===== config.mk =====
export PLATFORM = sky130hd
export DESIGN_NAME = hcsc_back
export DESIGN_NICKNAME = d
export VERILOG_FILES = /design/src/rtl/hcsc_pkg.sv /design/src/rtl/hcsc_back.sv
export SDC_FILE = /design/constraint.sdc
export NUM_CORES = 2
export LEC_CHECK = 0
export ABC_AREA = 0
export BUFFER_PORTS_ARGS = -buffer_cell sky130_fd_sc_hd__buf_2
export CORE_MARGIN = 5
export CORE_UTILIZATION = 57
export CTS_CLUSTER_SIZE = 14
export DETAILED_ROUTE_END_ITERATION = 6
export PLACE_DENSITY = 0.76
export SKIP_LAST_GASP = 1
export SYNTH_ARGS = -nofsm -noshare
export SYNTH_HDL_FRONTEND = slang
export SYNTH_SLANG_ARGS = --single-unit

===== constraint.sdc =====
create_clock -name i_clk -period 10.1 [get_ports i_clk]
set_input_delay 3.03 -clock i_clk [delete_from_list [all_inputs] [get_ports i_clk]]
set_output_delay 3.03 -clock i_clk [all_outputs]
set_load 0.005 [all_outputs]

===== src/rtl/hcsc_pkg.sv =====
// Shared constants and types for the height-grid cell slope and cliff block.
`default_nettype none

package hcsc_pkg;

    localparam int CFG_IDX_W   = 1;
    localparam int CFG_DATA_W  = 16;
    localparam int GRID_REG_W  = 9;
    localparam int THRESH_W    = 16;
    localparam int COUNT_W     = 17;

    // register indexes of the configuration port
    localparam logic [CFG_IDX_W-1:0] CFG_GRID_SIZE       = 1'b0;
    localparam logic [CFG_IDX_W-1:0] CFG_CLIFF_THRESHOLD = 1'b1;

    localparam logic [GRID_REG_W-1:0] GRID_SIZE_RESET = 9'd256;
    localparam logic [THRESH_W-1:0]   THRESH_RESET    = 16'd1;

    // per-cell control bits worked out by the front end
    typedef struct packed {
        logic has_west;
        logic has_north;
        logic clear_count;
        logic last;
    } t_cell_flags;

    localparam int FLAGS_W = $bits(t_cell_flags);

endpackage

`default_nettype wire


===== src/rtl/hcsc_back.sv =====
// Back end: cell average and slope, north/west cliff test, running count, output register.
`default_nettype none

module hcsc_back #(
    parameter int MAX_GRID    = 256,
    parameter int LEVEL_WIDTH = 16,
    parameter int XW          = 8
) (
    input  wire logic                                i_clk,
    input  wire logic                                i_rst_n,
    input  wire logic [hcsc_pkg::THRESH_W-1:0]       i_threshold,
    input  wire logic                                i_empty,
    output logic                                     o_pop,
    input  wire logic signed [LEVEL_WIDTH-1:0]       i_tl,
    input  wire logic signed [LEVEL_WIDTH-1:0]       i_tr,
    input  wire logic signed [LEVEL_WIDTH-1:0]       i_bl,
    input  wire logic signed [LEVEL_WIDTH-1:0]       i_br,
    input  wire logic [XW-1:0]                       i_x,
    input  wire hcsc_pkg::t_cell_flags               i_flags,
    output logic                                     o_valid,
    input  wire logic                                i_ready,
    output logic signed [LEVEL_WIDTH-1:0]            o_average,
    output logic [LEVEL_WIDTH-1:0]                   o_slope,
    output logic [hcsc_pkg::COUNT_W-1:0]             o_count,
    output logic                                     o_last
);

    localparam int LW  = LEVEL_WIDTH;
    localparam int SW  = LW + 2;
    localparam int CMW = (LW > hcsc_pkg::THRESH_W) ? LW : hcsc_pkg::THRESH_W;
    localparam int NW  = hcsc_pkg::COUNT_W;

    function automatic logic [LW-1:0] abs_diff(input logic signed [LW-1:0] a,
                                               input logic signed [LW-1:0] b);
        logic signed [LW:0] d;
        d = {a[LW-1], a} - {b[LW-1], b};
        abs_diff = d[LW] ? LW'(-d) : LW'(d);
    endfunction

    // stage one
    logic                          r_s1_valid;
    logic signed [LW-1:0]          r_s1_avg;
    logic [LW-1:0]                 r_s1_slope;
    logic [XW-1:0]                 r_s1_x;
    hcsc_pkg::t_cell_flags         r_s1_flags;
    logic signed [LW-1:0]          r_rd;
    logic                          r_fwd;
    logic signed [LW-1:0]          r_fwd_avg;
    logic signed [LW-1:0]          r_avg_mem [MAX_GRID];

    // output register
    logic                          r_out_valid;
    logic signed [LW-1:0]          r_out_avg;
    logic [LW-1:0]                 r_out_slope;
    logic [NW-1:0]                 r_out_count;
    logic                          r_out_last;

    logic                          adv;
    logic                          s1_load;
    logic signed [SW-1:0]          sum;
    logic [SW-1:0]                 abs_sum;
    logic [SW-1:0]                 mag;
    logic signed [LW-1:0]          avg;
    logic [LW-1:0]                 d0, d1, d2, d3, m01, m23, slope;
    logic signed [LW-1:0]          north;
    logic [LW-1:0]                 dw, dn;
    logic                          inc_w, inc_n;
    logic [NW-1:0]                 base, n_count;

    assign adv     = r_s1_valid && (!r_out_valid || i_ready);
    assign s1_load = !i_empty && (!r_s1_valid || adv);
    assign o_pop   = s1_load;

    // average rounded half away from zero, slope as largest of four corner differences
    always_comb begin
        sum     = SW'(i_tl) + SW'(i_tr) + SW'(i_bl) + SW'(i_br);
        abs_sum = sum[SW-1] ? SW'(-sum) : SW'(sum);
        mag     = (abs_sum + SW'(2)) >> 2;
        avg     = sum[SW-1] ? LW'(-mag) : LW'(mag);
        d0      = abs_diff(i_tl, i_br);
        d1      = abs_diff(i_tr, i_bl);
        d2      = abs_diff(i_tl, i_tr);
        d3      = abs_diff(i_tl, i_bl);
        m01     = (d1 > d0) ? d1 : d0;
        m23     = (d3 > d2) ? d3 : d2;
        slope   = (m23 > m01) ? m23 : m01;
    end

    always_ff @(posedge i_clk) begin
        if (!i_rst_n) begin
            r_s1_valid <= 1'b0;
        end else if (s1_load) begin
            r_s1_valid <= 1'b1;
        end else if (adv) begin
            r_s1_valid <= 1'b0;
        end
    end

    always_ff @(posedge i_clk) begin
        if (s1_load) begin
            r_s1_avg   <= avg;
            r_s1_slope <= slope;
            r_s1_x     <= i_x;
            r_s1_flags <= i_flags;
            // cell leaving stage one writes the same column this cycle
            r_fwd      <= adv && (r_s1_x == i_x);
            r_fwd_avg  <= r_s1_avg;
        end
    end

    // previous row of cell averages
    always_ff @(posedge i_clk) begin
        if (adv) begin
            r_avg_mem[r_s1_x] <= r_s1_avg;
        end
        if (s1_load) begin
            r_rd <= r_avg_mem[i_x];
        end
    end

    assign north = r_fwd ? r_fwd_avg : r_rd;

    always_comb begin
        dw      = abs_diff(r_s1_avg, r_out_avg);
        dn      = abs_diff(r_s1_avg, north);
        inc_w   = r_s1_flags.has_west && (CMW'(dw) >= CMW'(i_threshold));
        inc_n   = r_s1_flags.has_north && (CMW'(dn) >= CMW'(i_threshold));
        base    = r_s1_flags.clear_count ? '0 : r_out_count;
        n_count = base + NW'(inc_w) + NW'(inc_n);
    end

    always_ff @(posedge i_clk) begin
        if (!i_rst_n) begin
            r_out_valid <= 1'b0;
            r_out_count <= '0;
        end else begin
            if (adv) begin
                r_out_valid <= 1'b1;
                r_out_count <= n_count;
            end else if (i_ready) begin
                r_out_valid <= 1'b0;
            end
        end
    end

    always_ff @(posedge i_clk) begin
        if (adv) begin
            r_out_avg   <= r_s1_avg;
            r_out_slope <= r_s1_slope;
            r_out_last  <= r_s1_flags.last;
        end
    end

    assign o_valid   = r_out_valid;
    assign o_average = r_out_avg;
    assign o_slope   = r_out_slope;
    assign o_count   = r_out_count;
    assign o_last    = r_out_last;

    a_first_cell_count: assert property (@(posedge i_clk) disable iff (!i_rst_n)
        adv && r_s1_flags.clear_count |=> r_out_count <= NW'(2))
        else $error("cliff count not cleared on first cell of grid");

endmodule

`default_nettype wire


==> flow_summary_export.csv <==
group,metric,value,unit
synth,synth-edff-count,4206,
critical_path,ff2ff_path_depth,39,
synth,post_synth_num_cell_types,115,
synth,netlist.top_cell.by_area,"edfxtp_1",
synth,synth.top_cells.by_area,"edfxtp_1 (73%), mux4_2 (18%), ha_1 (1.4%), nor2_1 (0.97%), clkbuf_1 (0.63%)",
timing,slew_viol_final,154,
timing,post-route-worst-setup-slack,0.664,ns
min_path,worst_hold_path.num_cells,0,
outcome,violations,"antenna violations, design-rule violations, max-slew violations",
critical_path,cp.required,10.78,ns
drt,post_route_drc,1,
critical_path,cpMostUsedCell,"buf_4",
clock_tree,cts_tree,"yes",
synth,yosysSeqAreaShare,72.9,%
global_routing,vias_in_the_first_global_route,91200,
timing,timing.slew.headroom,-33.3,%
critical_path,critical_path.reg2reg.startpoint,"r_fwd",
timing,achievable-frequency,106,MHz
critical_path,worst_r2r_endpoint,"o_count[14]",
synth,netlist_area,174000,um2
floorplanning,starting_utilization_of_the_core_area,57.3,%
global_routing,groute.usage.overall,29.2,%
drt,drt_first_iter_violations,13300,
synth,yosys.area_share.simple,2.73,%
min_path,holdCritStartpoint,"r_s1_flags[0]",
synth,synthesis.nets,8532,
clock_tree,worst_skew_pair.late_latency,1.01,ns
pwr,vdd_ir_drop_max,355,uV
finish,final_design_area_no_fill,195000,um2
critical_path,ff2ff_setup_slack,1.37,ns
finish,post_layout_nets,9252,
timing,final_hold_viols,0,
floorplanning,die_h,562,um
finish,n_fill_cell,19000,
pwr,power_per_cell_area,239,nW/um2
synth,ys_seq_elements,4225,
synth,netlist_instances,8198,
synth,synth_fa_ha_area_share,1.90,%
synth,postSynth.topFlopCell,"edfxtp_1",
synth,yosys.area.top_type_share,72.6,%
place,place_worst_setup_slack,-0.335,ns
drt,firstDrtPassIters,7,
clock_tree,cts_root_buffer,"clkbuf_16",
synth,ys.warnings.count,0,
outcome,outcome,"complete, but fails checks",
critical_path,setup.worst_path.start_class,"input port",
critical_path,timing.critical_path.arrival,10.12,ns
timing,rsz0062_at_grt,"no",
min_path,hold_path.class,"flop to flop",
timing,clock-skew-final,0.114,ns
synth,syn_area_per_cell,21.2,um2
global_routing,overflow,0,
critical_path,cpMaxStageDelayCell,"or4_1",
flow_run,max_cap_violations,0,
floorplanning,i_o_pin_count,148,
critical_path,path_max_fanout,11,
drt,wire_per_inst,35.0,um
clock_tree,cts_num_sinks,4225,
floorplanning,floorplan.die.width,562,um
synth,synth_compound_area_share,2.15,%
clock_tree,cts-htree-levels,5,
clock_tree,count_of_hold_buffers_inserted_by_post_cts_repair,0,
drt,via_per_inst,6.83,
drt,number_of_vias_in_the_routed_layout,90500,
critical_path,slowest_delay,0.52,ns
timing,worstMarginPinSlew,2.00,ns
finish,layout-drive-gt1-share,29.8,%
clock_tree,clk_pin_slew_worst_paths,0.06,ns
timing,final.period_utilization,93.4,%
clock_tree,clock_tree_buf_depth,4,
place,port-buffer-count,147,
floorplanning,floorplan.core_area,303000,um2
critical_path,critical_path_start_end_classification,"input port to flop",
drt,drt-total-wl,464000,um
global_routing,antenna_found_initial,21,
synth,yosys-mux-area-fraction,18.0,%
pwr,power.leakage,62.9,nW
synth,synth_top_family_by_area,"multiplexers",
global_routing,largest_net_degree_at_the_start_of_global_routing,227,
place,placed_instance_area,183000,um2
floorplanning,die_area,316000,um2
place,hpwlAfterDp,260000,um
timing,setup-violations-final,0,
place,final_weighted_congestion_in_routability_driven_placement,0.898,
synth,parity_gate_share_of_the_synthesized_area_counting_xor_and_xnor_cells,1.09,%
clock_tree,tritoncts.num_buffers,405,
timing,finalCriticalPeriod,9.44,ns
finish,area_growth_from_synthesis_to_final_layout,12.4,%
synth,postSynth.asyncResetShare,0,%
floorplanning,row_count,202,
min_path,worstHoldEndpoint,"o_last",
drt,drtAntennaViolNets,1,
global_routing,grt_pass1_wl,662000,um
critical_path,critPathCaptureType,"flop",
layout by cell type (no fill, tap or decap), types with 15 or more instances in the layout:
cell type,Yosys,routed
buf_12,1,34
diode_2,0,23
ha_1,198,198
nor2_2,1,49
buf_4,2,543
edfxtp_1,4206,4206
and2_1,23,23
and3_1,19,19
nor4_1,18,18
nand2_1,159,159
xnor2_1,123,123
mux4_2,1360,1360
fa_1,40,40
a21oi_1,114,113
a31oi_1,16,16
dfxtp_1,19,19
bufinv_16,0,18
nand3_1,75,73
nor2_1,450,398
o21a_1,26,26
a22oi_1,15,15
o21ai_0,104,104
nand4_1,16,16
or2_2,19,19
nor3_1,50,50
clkbuf_16,0,407
clkinv_2,0,69
clkinv_1,0,119
inv_1,167,166
o22ai_1,21,21
buf_2,8,141
o211ai_1,15,15
xor2_1,80,80
mux2i_1,53,53
nor2b_1,42,42
or3_1,26,26
clkbuf_1,292,84
a21o_1,48,48
nand2b_1,37,37
through the flow:
step / std cells / hold slack (ns) / TNS, ns / util (%) / total power, mW
after floorplan: 8198 / 0.400 / 0 / - / 29.1
after global placement: 12500 / 0.403 / -6.36 / 60.3 / 32.0
after detailed placement: 12500 / 0.412 / -4.49 / 60.3 / 32.5
after CTS: 13200 / 0.441 / 0 / 64.4 / 46.8
after global routing: 13200 / 0.445 / 0 / 64.4 / 48.5
final: 13200 / 0.433 / 0 / 64.5 / 46.8
final cells by class:
type	instances	area (um2)	share of cell area (%)
clock inverter	245	2000	1.02
inverter	167	627	0.321
sequential	4225	127000	64.8
timing repair buffer	721	5510	2.82
antenna	23	57.6	0.0294
tap	3978	4980	2.55
clock buffer	491	10500	5.37
multi-input combinational	3398	45100	23.1
worst max-delay path: cells and delay by family:
kind,cells,cell delay (ns)
simple gates,7,1.03
fa+ha+maj,4,1.13
xor+xnor,1,0.13
compound gates,14,3.25
mux,1,0.07
buf+inv,11,1.45
sequential cells by signal (all words and copies together) (netlist names):
signal	count
o_valid	1
r_s1_x	8
o_slope	16
r_fwd	1
r_avg_mem	4096
r_rd	16
o_last	1
r_s1_flags	4
o_count	17
o_average	16
r_s1_avg	16
r_fwd_avg	16
r_s1_valid	1
r_s1_slope	16
kinds of logic after synthesis:
group	Yosys count
compound gates	530
fa+ha+maj	240
xor+xnor	209
buf+inv	575
simple gates	996
flops	4225
mux	1423
synth_stat cells (all sizes together), types with 43 or more instances:
master,n
xor2,83
mux4,1360
a21oi,114
o21ai,113
buf,116
nor2,451
nor2b,43
a21o,49
nand3,75
nand2,160
clkbuf,292
ha,198
edfxtp,4206
mux2i,53
xnor2,124
nor3,54
inv,167
timing repair:
action / 4_1_cts / 5_1_grt
buffers inserted: 0 / 0
gates resized for setup: 0 / 1
endpoints found under the setup margin: 0 / 1
metal layers:
layer  part of all wire (%)  global-route usage, %
met5                  0.014                      0
met3                     12                   7.14
met2                     48                   46.3
met1                     35                   39.4
met4                    4.8                   12.1
report_power, final:
part	switching, mW	internal, mW
Combinational	6.77	3.17
Clock	6.58	7.90
Sequential	0.166	22.2
Total	13.5	33.3
how the worst max path moves through the flow:
stage | start | to | slack [ns] | cells after the start
after floorplan | i_ready | o_pop | 0.15 | 2
after global placement | i_tl[0] | r_s1_slope[0] | -0.46 | 39
after detailed placement | i_tl[0] | r_s1_slope[0] | -0.34 | 37
after CTS | i_tl[0] | r_s1_slope[3] | 0.64 | 38
after global routing | i_tl[0] | r_s1_slope[7] | 0.09 | 43
final | i_tl[0] | r_s1_slope[11] | 0.66 | 38
Note: power is estimated with default switching activity, not from simulation.
