### src/rtl/hcsc_queue.sv
// Small FIFO between front end and back end.
`default_nettype none

module hcsc_queue #(
    parameter int WIDTH = 72,
    parameter int DEPTH = 4
) (
    input  wire logic             i_clk,
    input  wire logic             i_rst_n,
    input  wire logic             i_push,
    input  wire logic [WIDTH-1:0] i_data,
    input  wire logic             i_pop,
    output logic [WIDTH-1:0]      o_data,
    output logic                  o_full,
    output logic                  o_empty
);

    localparam int PW = $clog2(DEPTH);
    localparam int CW = $clog2(DEPTH + 1);

    logic [WIDTH-1:0] r_data [DEPTH];
    logic [PW-1:0]    r_wptr;
    logic [PW-1:0]    r_rptr;
    logic [CW-1:0]    r_count;

    assign o_full  = (r_count == CW'(DEPTH));
    assign o_empty = (r_count == '0);
    assign o_data  = r_data[r_rptr];

    always_ff @(posedge i_clk) begin
        if (!i_rst_n) begin
            r_wptr  <= '0;
            r_rptr  <= '0;
            r_count <= '0;
        end else begin
            if (i_push) begin
                r_wptr <= r_wptr + PW'(1);
            end
            if (i_pop) begin
                r_rptr <= r_rptr + PW'(1);
            end
            if (i_push && !i_pop) begin
                r_count <= r_count + CW'(1);
            end else if (i_pop && !i_push) begin
                r_count <= r_count - CW'(1);
            end
        end
    end

    always_ff @(posedge i_clk) begin
        if (i_push) begin
            r_data[r_wptr] <= i_data;
        end
    end

    a_no_overflow: assert property (@(posedge i_clk) disable iff (!i_rst_n)
        !(i_push && o_full))
        else $error("push into full queue");

    a_no_underflow: assert property (@(posedge i_clk) disable iff (!i_rst_n)
        !(i_pop && o_empty))
        else $error("pop from empty queue");

    a_count_ptrs: assert property (@(posedge i_clk) disable iff (!i_rst_n)
        r_count[PW-1:0] == PW'(r_wptr - r_rptr))
        else $error("queue fill count out of step with pointers");

endmodule

`default_nettype wire

### config.mk
export PLATFORM = sky130hd
export DESIGN_NAME = hcsc_queue
export DESIGN_NICKNAME = d
export VERILOG_FILES = /design/src/rtl/hcsc_queue.sv
export SDC_FILE = /design/constraint.sdc
export NUM_CORES = 1
export LEC_CHECK = 0
export CAP_MARGIN = 10
export CORE_UTILIZATION = 41
export CTS_CLUSTER_DIAMETER = 200
export DETAILED_ROUTE_END_ITERATION = 10
export DONT_BUFFER_PORTS = 1
export SLEW_MARGIN = 0
export SYNTH_ARGS = -nofsm -noshare
export SYNTH_HDL_FRONTEND = slang
export SYNTH_SLANG_ARGS = --single-unit
### constraint.sdc
create_clock -name i_clk -period 3.27 [get_ports i_clk]
set_input_delay 0 -clock i_clk [delete_from_list [all_inputs] [get_ports i_clk]]
set_output_delay 0 -clock i_clk [all_outputs]
set_load 0.005 [all_outputs]
==> results.yml, run 1 <==
timing:
  period_minus_slack_ns: 2.17
  rsz0062_at_grt: "no"
  slew_headroom_pct: 25.2
  period_share_pct: 66.2
  holdWs_ns: 0.171
  finalSetupViolations: 0
  setup_tns_ns: 0
  finalHoldViolCount: 0
  clock.fmax_ghz: 0.462
  worst_pin_slew_ns: 1.12
  maxSlewViolCount: 0
  clock_skew_ns: 0.0117
logic_synthesis:
  syn_avg_cell_area_um2: 26.0
  syn_area_mm2: 0.0109
  synth_cell_types: 22
  synth_top_area_cell: "edfxtp_1"
  synth_area_leaders: "edfxtp_1, mux4_2, dfxtp_1, buf_12, ha_1"
  ys_seq_elements: 297
  seq_area_frac_synth_pct: 80.9
  synth_cells: 419
  synth.net_count: 501
  ys_warn_count: 0
  yosysTopAreaCellShare_pct: 79.2
critical_path:
  r2r_cells: 3
  worstSetupStartpointType: "flop"
  r2r_end: "r_data[2][50]"
  reg2reg_setup_slack_ns: 1.35
  worst_ep_arrival_time_ns: 2.17
  crit_required_ns: 3.27
  cpMaxStageDelayCell: "dfxtp_4"
  crit_path_end_kind: "output pin"
  r2r_start: "r_wptr[0]"
  critPathKind: "reg2out"
  max_stage_delay_ns: 0.61
  critPathMaxFanout: 20
  cp_cell_sequence: "buf_4 -> mux4_2"
  crit_path_end: "o_data[2]"
floorplan:
  core-area_mm2: 0.0261
  die-height_um: 165
  die_w_um: 165
  initial_core_util_pct: 41.9
  row_count: 59
  die_area_mm2: 0.0273
  ios: 150
finish:
  nNetsFinal: 599
  layout_commonest_cell: "edfxtp_1"
  layout-drive-gt1-share_pct: 22.0
  area_delta_synth_final_pct: 18.1
  fillers: 2042
  layout_common_cells: "edfxtp_1, dlygate4sd3_1, mux4_2"
pwr:
  peakVddDrop_v: 0.000446
  p_int_w: 0.00643
  combPwrFrac_pct: 7.6
  clock_power_share_pct: 37.4
  p_sw_share_pct: 20.7
  p_sw_w: 0.00168
  cellPowerDensity_mw_per_mm2: 629
  p_leak_nw: 4.04
  pwr-share-seq_pct: 55.0
global_routing:
  grt_antenna_before_repair: 1
  gr-usage-all-layers_pct: 14.2
  grt_pass1_wl_mm: 28.9
  gr-total-overflow: 0
  grt_max_degree: 73
  grt_pass1_vias: 4982
routing:
  remaining_drc_errors: 0
  wl_mm: 19.2
  firstDrtPassIters: 6
  vias: 4531
  drtIter0Drc: 280
  wl_per_cell_um: 22.0
  vias_per_cell: 5.20
  ant_nets: 0
place:
  routabilityCongestion: 0.705
  io_buffers: 0
  dp_hpwl_mm: 10.8
cts:
  cts_root_buffer: "clkbuf_16"
  holdBufCountCts: 76
  clk_latency_ns: 0.53
  cts_buffer_depth: 3
  cts.sinks: 297
  cts.clk_slew.worst_paths_ns: 0.06
  post-cts-setup-buffer-count: 0
  cts_buffers: 30
  htreeDepth: 1
  cts_tree: "built"
  cts_resized: 0
run_status:
  outcome: "finished clean"
min_path:
  hold_class: "in2reg"
job:
  cap_violations: 0
[flip-flops by register name, indices dropped and copies added (netlist names), named ones only]
signal,flops
r_rptr,2
r_count,3
r_data,288
r_wptr,2
[power by group through the flow]
stage / logic, W / registers [W] / clock network (W)
after global routing: 0.000674 / 0.00448 / 0.00326
final: 0.000617 / 0.00446 / 0.00303
after detailed placement: 0.000524 / 0.00455 / 0
after global placement: 0.000513 / 0.00453 / 0
after CTS: 0.000638 / 0.00447 / 0.00311
after floorplan: 0.000454 / 0.00449 / 0
[per-stage QoR]
stage / instances / setup WS (ns) / util [%] / total power [W] / area (um2)
floorplan: 419 / 0.607 / - / 0.00495 / 10900
global placement: 744 / 1.37 / 43.2 / 0.00505 / 11300
detailed placement: 744 / 1.33 / 43.2 / 0.00507 / 11300
CTS: 871 / 0.998 / 49.4 / 0.00822 / 12900
global route: 872 / 0.933 / 49.5 / 0.00842 / 12900
finish: 872 / 1.10 / 49.5 / 0.00811 / 12900
[cell families after synthesis]
kind of cell | after synthesis | share of synthesized area, %
DFF | 297 | 80.9
muxes | 74 | 15.1
buffers and inverters | 20 | 1.88
and+or+nand+nor | 15 | 0.837
adders and majority gates | 6 | 0.757
xor gates and xnor gates | 5 | 0.401
AOI/OAI and AO/OA | 2 | 0.115
[layer usage]
metal | global-route usage [%] | vias up | part of all wire [%]
met3 | 4.05 | 27 | 7.9
li1 | - | 1987 | -
met4 | 3.88 | 0 | 1.6
met1 | 18.0 | 2382 | 40
met2 | 23.8 | 135 | 50
met5 | 0 | - | 0
[cell usage after synthesis, drive strengths merged]
library cell and n:
edfxtp 288, mux4 72, buf 15, and2 9, dfxtp 9, ha 5
inv 4, xor2 3, mux2i 2, nor2b 2, xnor2 2, a21boi 1
clkbuf 1, fa 1, nand2 1, nor3 1, nor3b 1, o21ai 1
or3 1
[area by class of cell]
class | count | area, um2 | share of cell area, %
multi-input combinational | 102 | 1890 | 14.7
sequential | 297 | 8840 | 68.6
timing repair buffer | 82 | 856 | 6.64
clock inverter | 6 | 30.0 | 0.233
tap | 335 | 419 | 3.25
inverter | 4 | 15.0 | 0.117
antenna | 1 | 2.50 | 0.0194
clock buffer | 45 | 838 | 6.51
[critical path, delay by kind of cell, from the launching register on]
kind	cells	cell delay [ns]
muxes	1	0.60
buffers and inverters	1	0.41
DFF	1	0.61
[how the worst min path moves through the flow]
stage	from	to	slack [ns]	depth (start not counted)
2_1_floorplan	i_data[0]	r_data[0][0]	0.1	0
3_3_place_gp	i_data[7]	r_data[0][7]	0.1	0
3_5_place_dp	i_data[48]	r_data[1][48]	0.1	0
4_1_cts	i_data[20]	r_data[1][20]	0.14	1
5_1_grt	i_data[13]	r_data[3][13]	0.15	1
6_report	i_data[11]	r_data[2][11]	0.17	1
Power figures use the tool's default switching activity.
==> run 2: changes to the inputs <==
--- a/config.mk
+++ b/config.mk
@@ -5,6 +5,7 @@
 export SDC_FILE = /design/constraint.sdc
 export NUM_CORES = 1
 export LEC_CHECK = 0
+export ABC_AREA = 1
 export CAP_MARGIN = 10
 export CORE_UTILIZATION = 41
 export CTS_CLUSTER_DIAMETER = 200
==> constraint.sdc (replaced) <==
create_clock -name i_clk -period 2 [get_ports i_clk]
set_input_delay 0 -clock i_clk [delete_from_list [all_inputs] [get_ports i_clk]]
set_output_delay 0 -clock i_clk [all_outputs]
set_load 0.005 [all_outputs]
==> run 2 against run 1 <==
  * Sequential power up 61%
  * Hold slack worse by 0.16 ns
  * Flip-flop and latch count is the same
  * Routed wire length is 20% higher
  * Largest power group unchanged
  * Final area rose by 7.6%
  * Power grew 73%
==> results.yml, run 2 <==
routing:
  wl_mm: 23.0
  ant_nets: 0
  wl_per_cell_um: 18.6
  remaining_drc_errors: 0
  vias_per_cell: 5.11
  drtIter0Drc: 521
  firstDrtPassIters: 4
  vias: 6304
logic_synthesis:
  synth_enable_flop_cells: 288
  synth_top_flop_cell: "edfxtp_1"
  seq_area_frac_synth_pct: 76.5
  synth-xor-area-share_pct: 0
  synth-simple-area-share_pct: 6.41
  synth.net_count: 836
  synthTopCellsByCount: "edfxtp_1, o21ai_0, nor2_1"
  ys_seq_elements: 297
  synth_compound_area_share_pct: 13.3
  async_reset_ff_share_pct: 0
  syn_avg_cell_area_um2: 15.3
  yosysTopAreaCellShare_pct: 75.0
  syn_area_mm2: 0.0115
  synthAdderAreaFrac_pct: 0.716
  synth_mux_area_share_pct: 0
  synth_cell_types: 24
  synth_cells: 754
  synth_top_family_by_area: "compound AO/OA/AOI/OAI gates"
  synth_area_leaders: "edfxtp_1, o21ai_0, o22ai_2, nor2_1, nor2_2"
  ys_warn_count: 0
  synth_top_area_cell: "edfxtp_1"
  yosysMostFrequentCell: "edfxtp_1"
finish:
  largest-register: "r_data"
  final_cells: 1234
  layout_commonest_cell: "edfxtp_1"
  area_delta_synth_final_pct: 20.2
  layout-drive-gt1-share_pct: 21.5
  fillers: 2299
  largest_reg_flops: 288
  diodes: 0
  reg_top3: "r_data x288, r_count x3"
  nNetsFinal: 916
  layout_common_cells: "edfxtp_1, o21ai_0, nor2_1"
floorplan:
  die-height_um: 170
  core-area_mm2: 0.0277
  die_area_mm2: 0.0288
  die_w_um: 170
  row_count: 61
  ios: 150
  initial_core_util_pct: 41.6
cts:
  cts_buffer_depth: 3
  htreeDepth: 1
  cts_buffers: 29
  cts_root_buffer: "clkbuf_16"
  clk_latency_ns: 0.53
  cts.clk_slew.worst_paths_ns: 0.06
  cts_tree: "built"
  cts.sinks: 297
critical_path:
  r2r_cells: 7
  crit_path_end_kind: "output pin"
  worstSetupStartpointType: "flop"
  worst_ep_arrival_time_ns: 1.87
  r2r_end: "r_count[2]"
  critPathMaxFanout: 88
  r2r_start: "r_count[0]"
  critPathKind: "reg2out"
  reg2reg_setup_slack_ns: 0.22
  crit_required_ns: 2.00
place:
  io_buffers: 0
  dp_cells: 1105
  dp_hpwl_mm: 12.7
  routabilityCongestion: 0.647
global_routing:
  grt_antenna_before_repair: 0
  gr-usage-all-layers_pct: 16.0
  grt_pass1_vias: 6171
  gr-total-overflow: 0
  grt_max_degree: 89
  grt_pass1_wl_mm: 35.3
min_path:
  worstHoldEndpoint: "r_data[0][66]"
  whs_path_depth: 3
  hold_class: "in2reg"
  min_from: "i_push"
pwr:
  clock_power_share_pct: 40.4
  peakVddDrop_v: 0.000603
  p_sw_w: 0.00301
  pwr-share-seq_pct: 51.1
  power_w: 0.0140
  cellPowerDensity_mw_per_mm2: 1010
  combPwrFrac_pct: 8.5
  p_sw_share_pct: 21.4
  p_int_w: 0.0110
  p_leak_nw: 4.51
timing:
  period_share_pct: 93.5
  rsz0062_at_grt: "no"
  clock_skew_ns: 0.0116
  setup_tns_ns: 0
  finalSetupViolations: 0
  slew_headroom_pct: 75.3
  clock.fmax_ghz: 0.535
  period_minus_slack_ns: 1.87
  maxSlewViolCount: 0
  finalHoldViolCount: 0
  holdWs_ns: 0.0143
  worst_pin_slew_ns: 0.370
job:
  cap_violations: 0
run_status:
  outcome: "finished clean"
[run 2: cell families after synthesis]
kind of cell / count (synthesis)
flops: 297
compound gates: 226
simple gates: 162
buf+inv: 63
fa+ha+maj: 6
[run 2: through the flow]
step           setup WS, ns  cell area [um2]  util (%)
2_1_floorplan       -0.0384            11600         -
3_3_place_gp          0.488            12100      43.6
3_5_place_dp          0.477            12100      43.6
4_1_cts              0.0595            13900      50.0
5_1_grt             0.00155            13900      50.1
6_report              0.131            13900      50.1
[run 2: metal layers]
layer | GRT usage (%) | wire length [um] | vias up
met5 | 0 | 0 | -
met4 | 3.68 | 340 | 0
met3 | 4.62 | 1650 | 27
met2 | 26.0 | 10900 | 166
met1 | 21.0 | 10100 | 3117
li1 | - | - | 2994
[run 2: how the worst max path moves through the flow]
stage	endpoint	from	cells past startpoint	slack [ns]
2_1_floorplan	r_data[0][0]	r_wptr[0]	4	-0.04
3_3_place_gp	r_data[1][21]	r_wptr[1]	5	0.49
3_5_place_dp	r_data[1][25]	r_wptr[1]	5	0.48
4_1_cts	o_data[66]	flop	4	0.06
5_1_grt	o_data[65]	flop	4	0.002
6_report	o_data[65]	flop	4	0.13
[run 2: what timing repair did]
| action | CTS | global route |
|---|---|---|
| endpoints found under the setup margin | 0 | 3 |
| gates resized for setup | 0 | 3 |
| buffers inserted | 0 | 0 |
| endpoints found under the hold margin | 317 | 0 |
| hold buffers | 76 | 0 |
[run 2: critical path, cell delays in order (launching register included)]
cell     delay (ns)
dfxtp_4        0.40
buf_12         0.30
o21ai_0        0.15
o22ai_1        0.30
buf_4          0.18
[run 2: area by class of cell]
class	count	area [um2]	area share (%)
tap	378	473	3.41
inverter	17	86.3	0.622
timing repair buffer	95	1080	7.78
sequential	297	8840	63.7
multi-input combinational	394	2390	17.2
clock buffer	43	828	5.97
clock inverter	10	176	1.27
[run 2: power groups by stage]
| stage | sequential [W] | combinational, W | clock (W) |
|---|---|---|---|
| floorplan | 0.00730 | 0.000739 | 0 |
| global placement | 0.00730 | 0.00102 | 0 |
| detailed placement | 0.00731 | 0.00103 | 0 |
| CTS | 0.00717 | 0.00122 | 0.00579 |
| global route | 0.00719 | 0.00133 | 0.00602 |
| finish | 0.00717 | 0.00120 | 0.00567 |
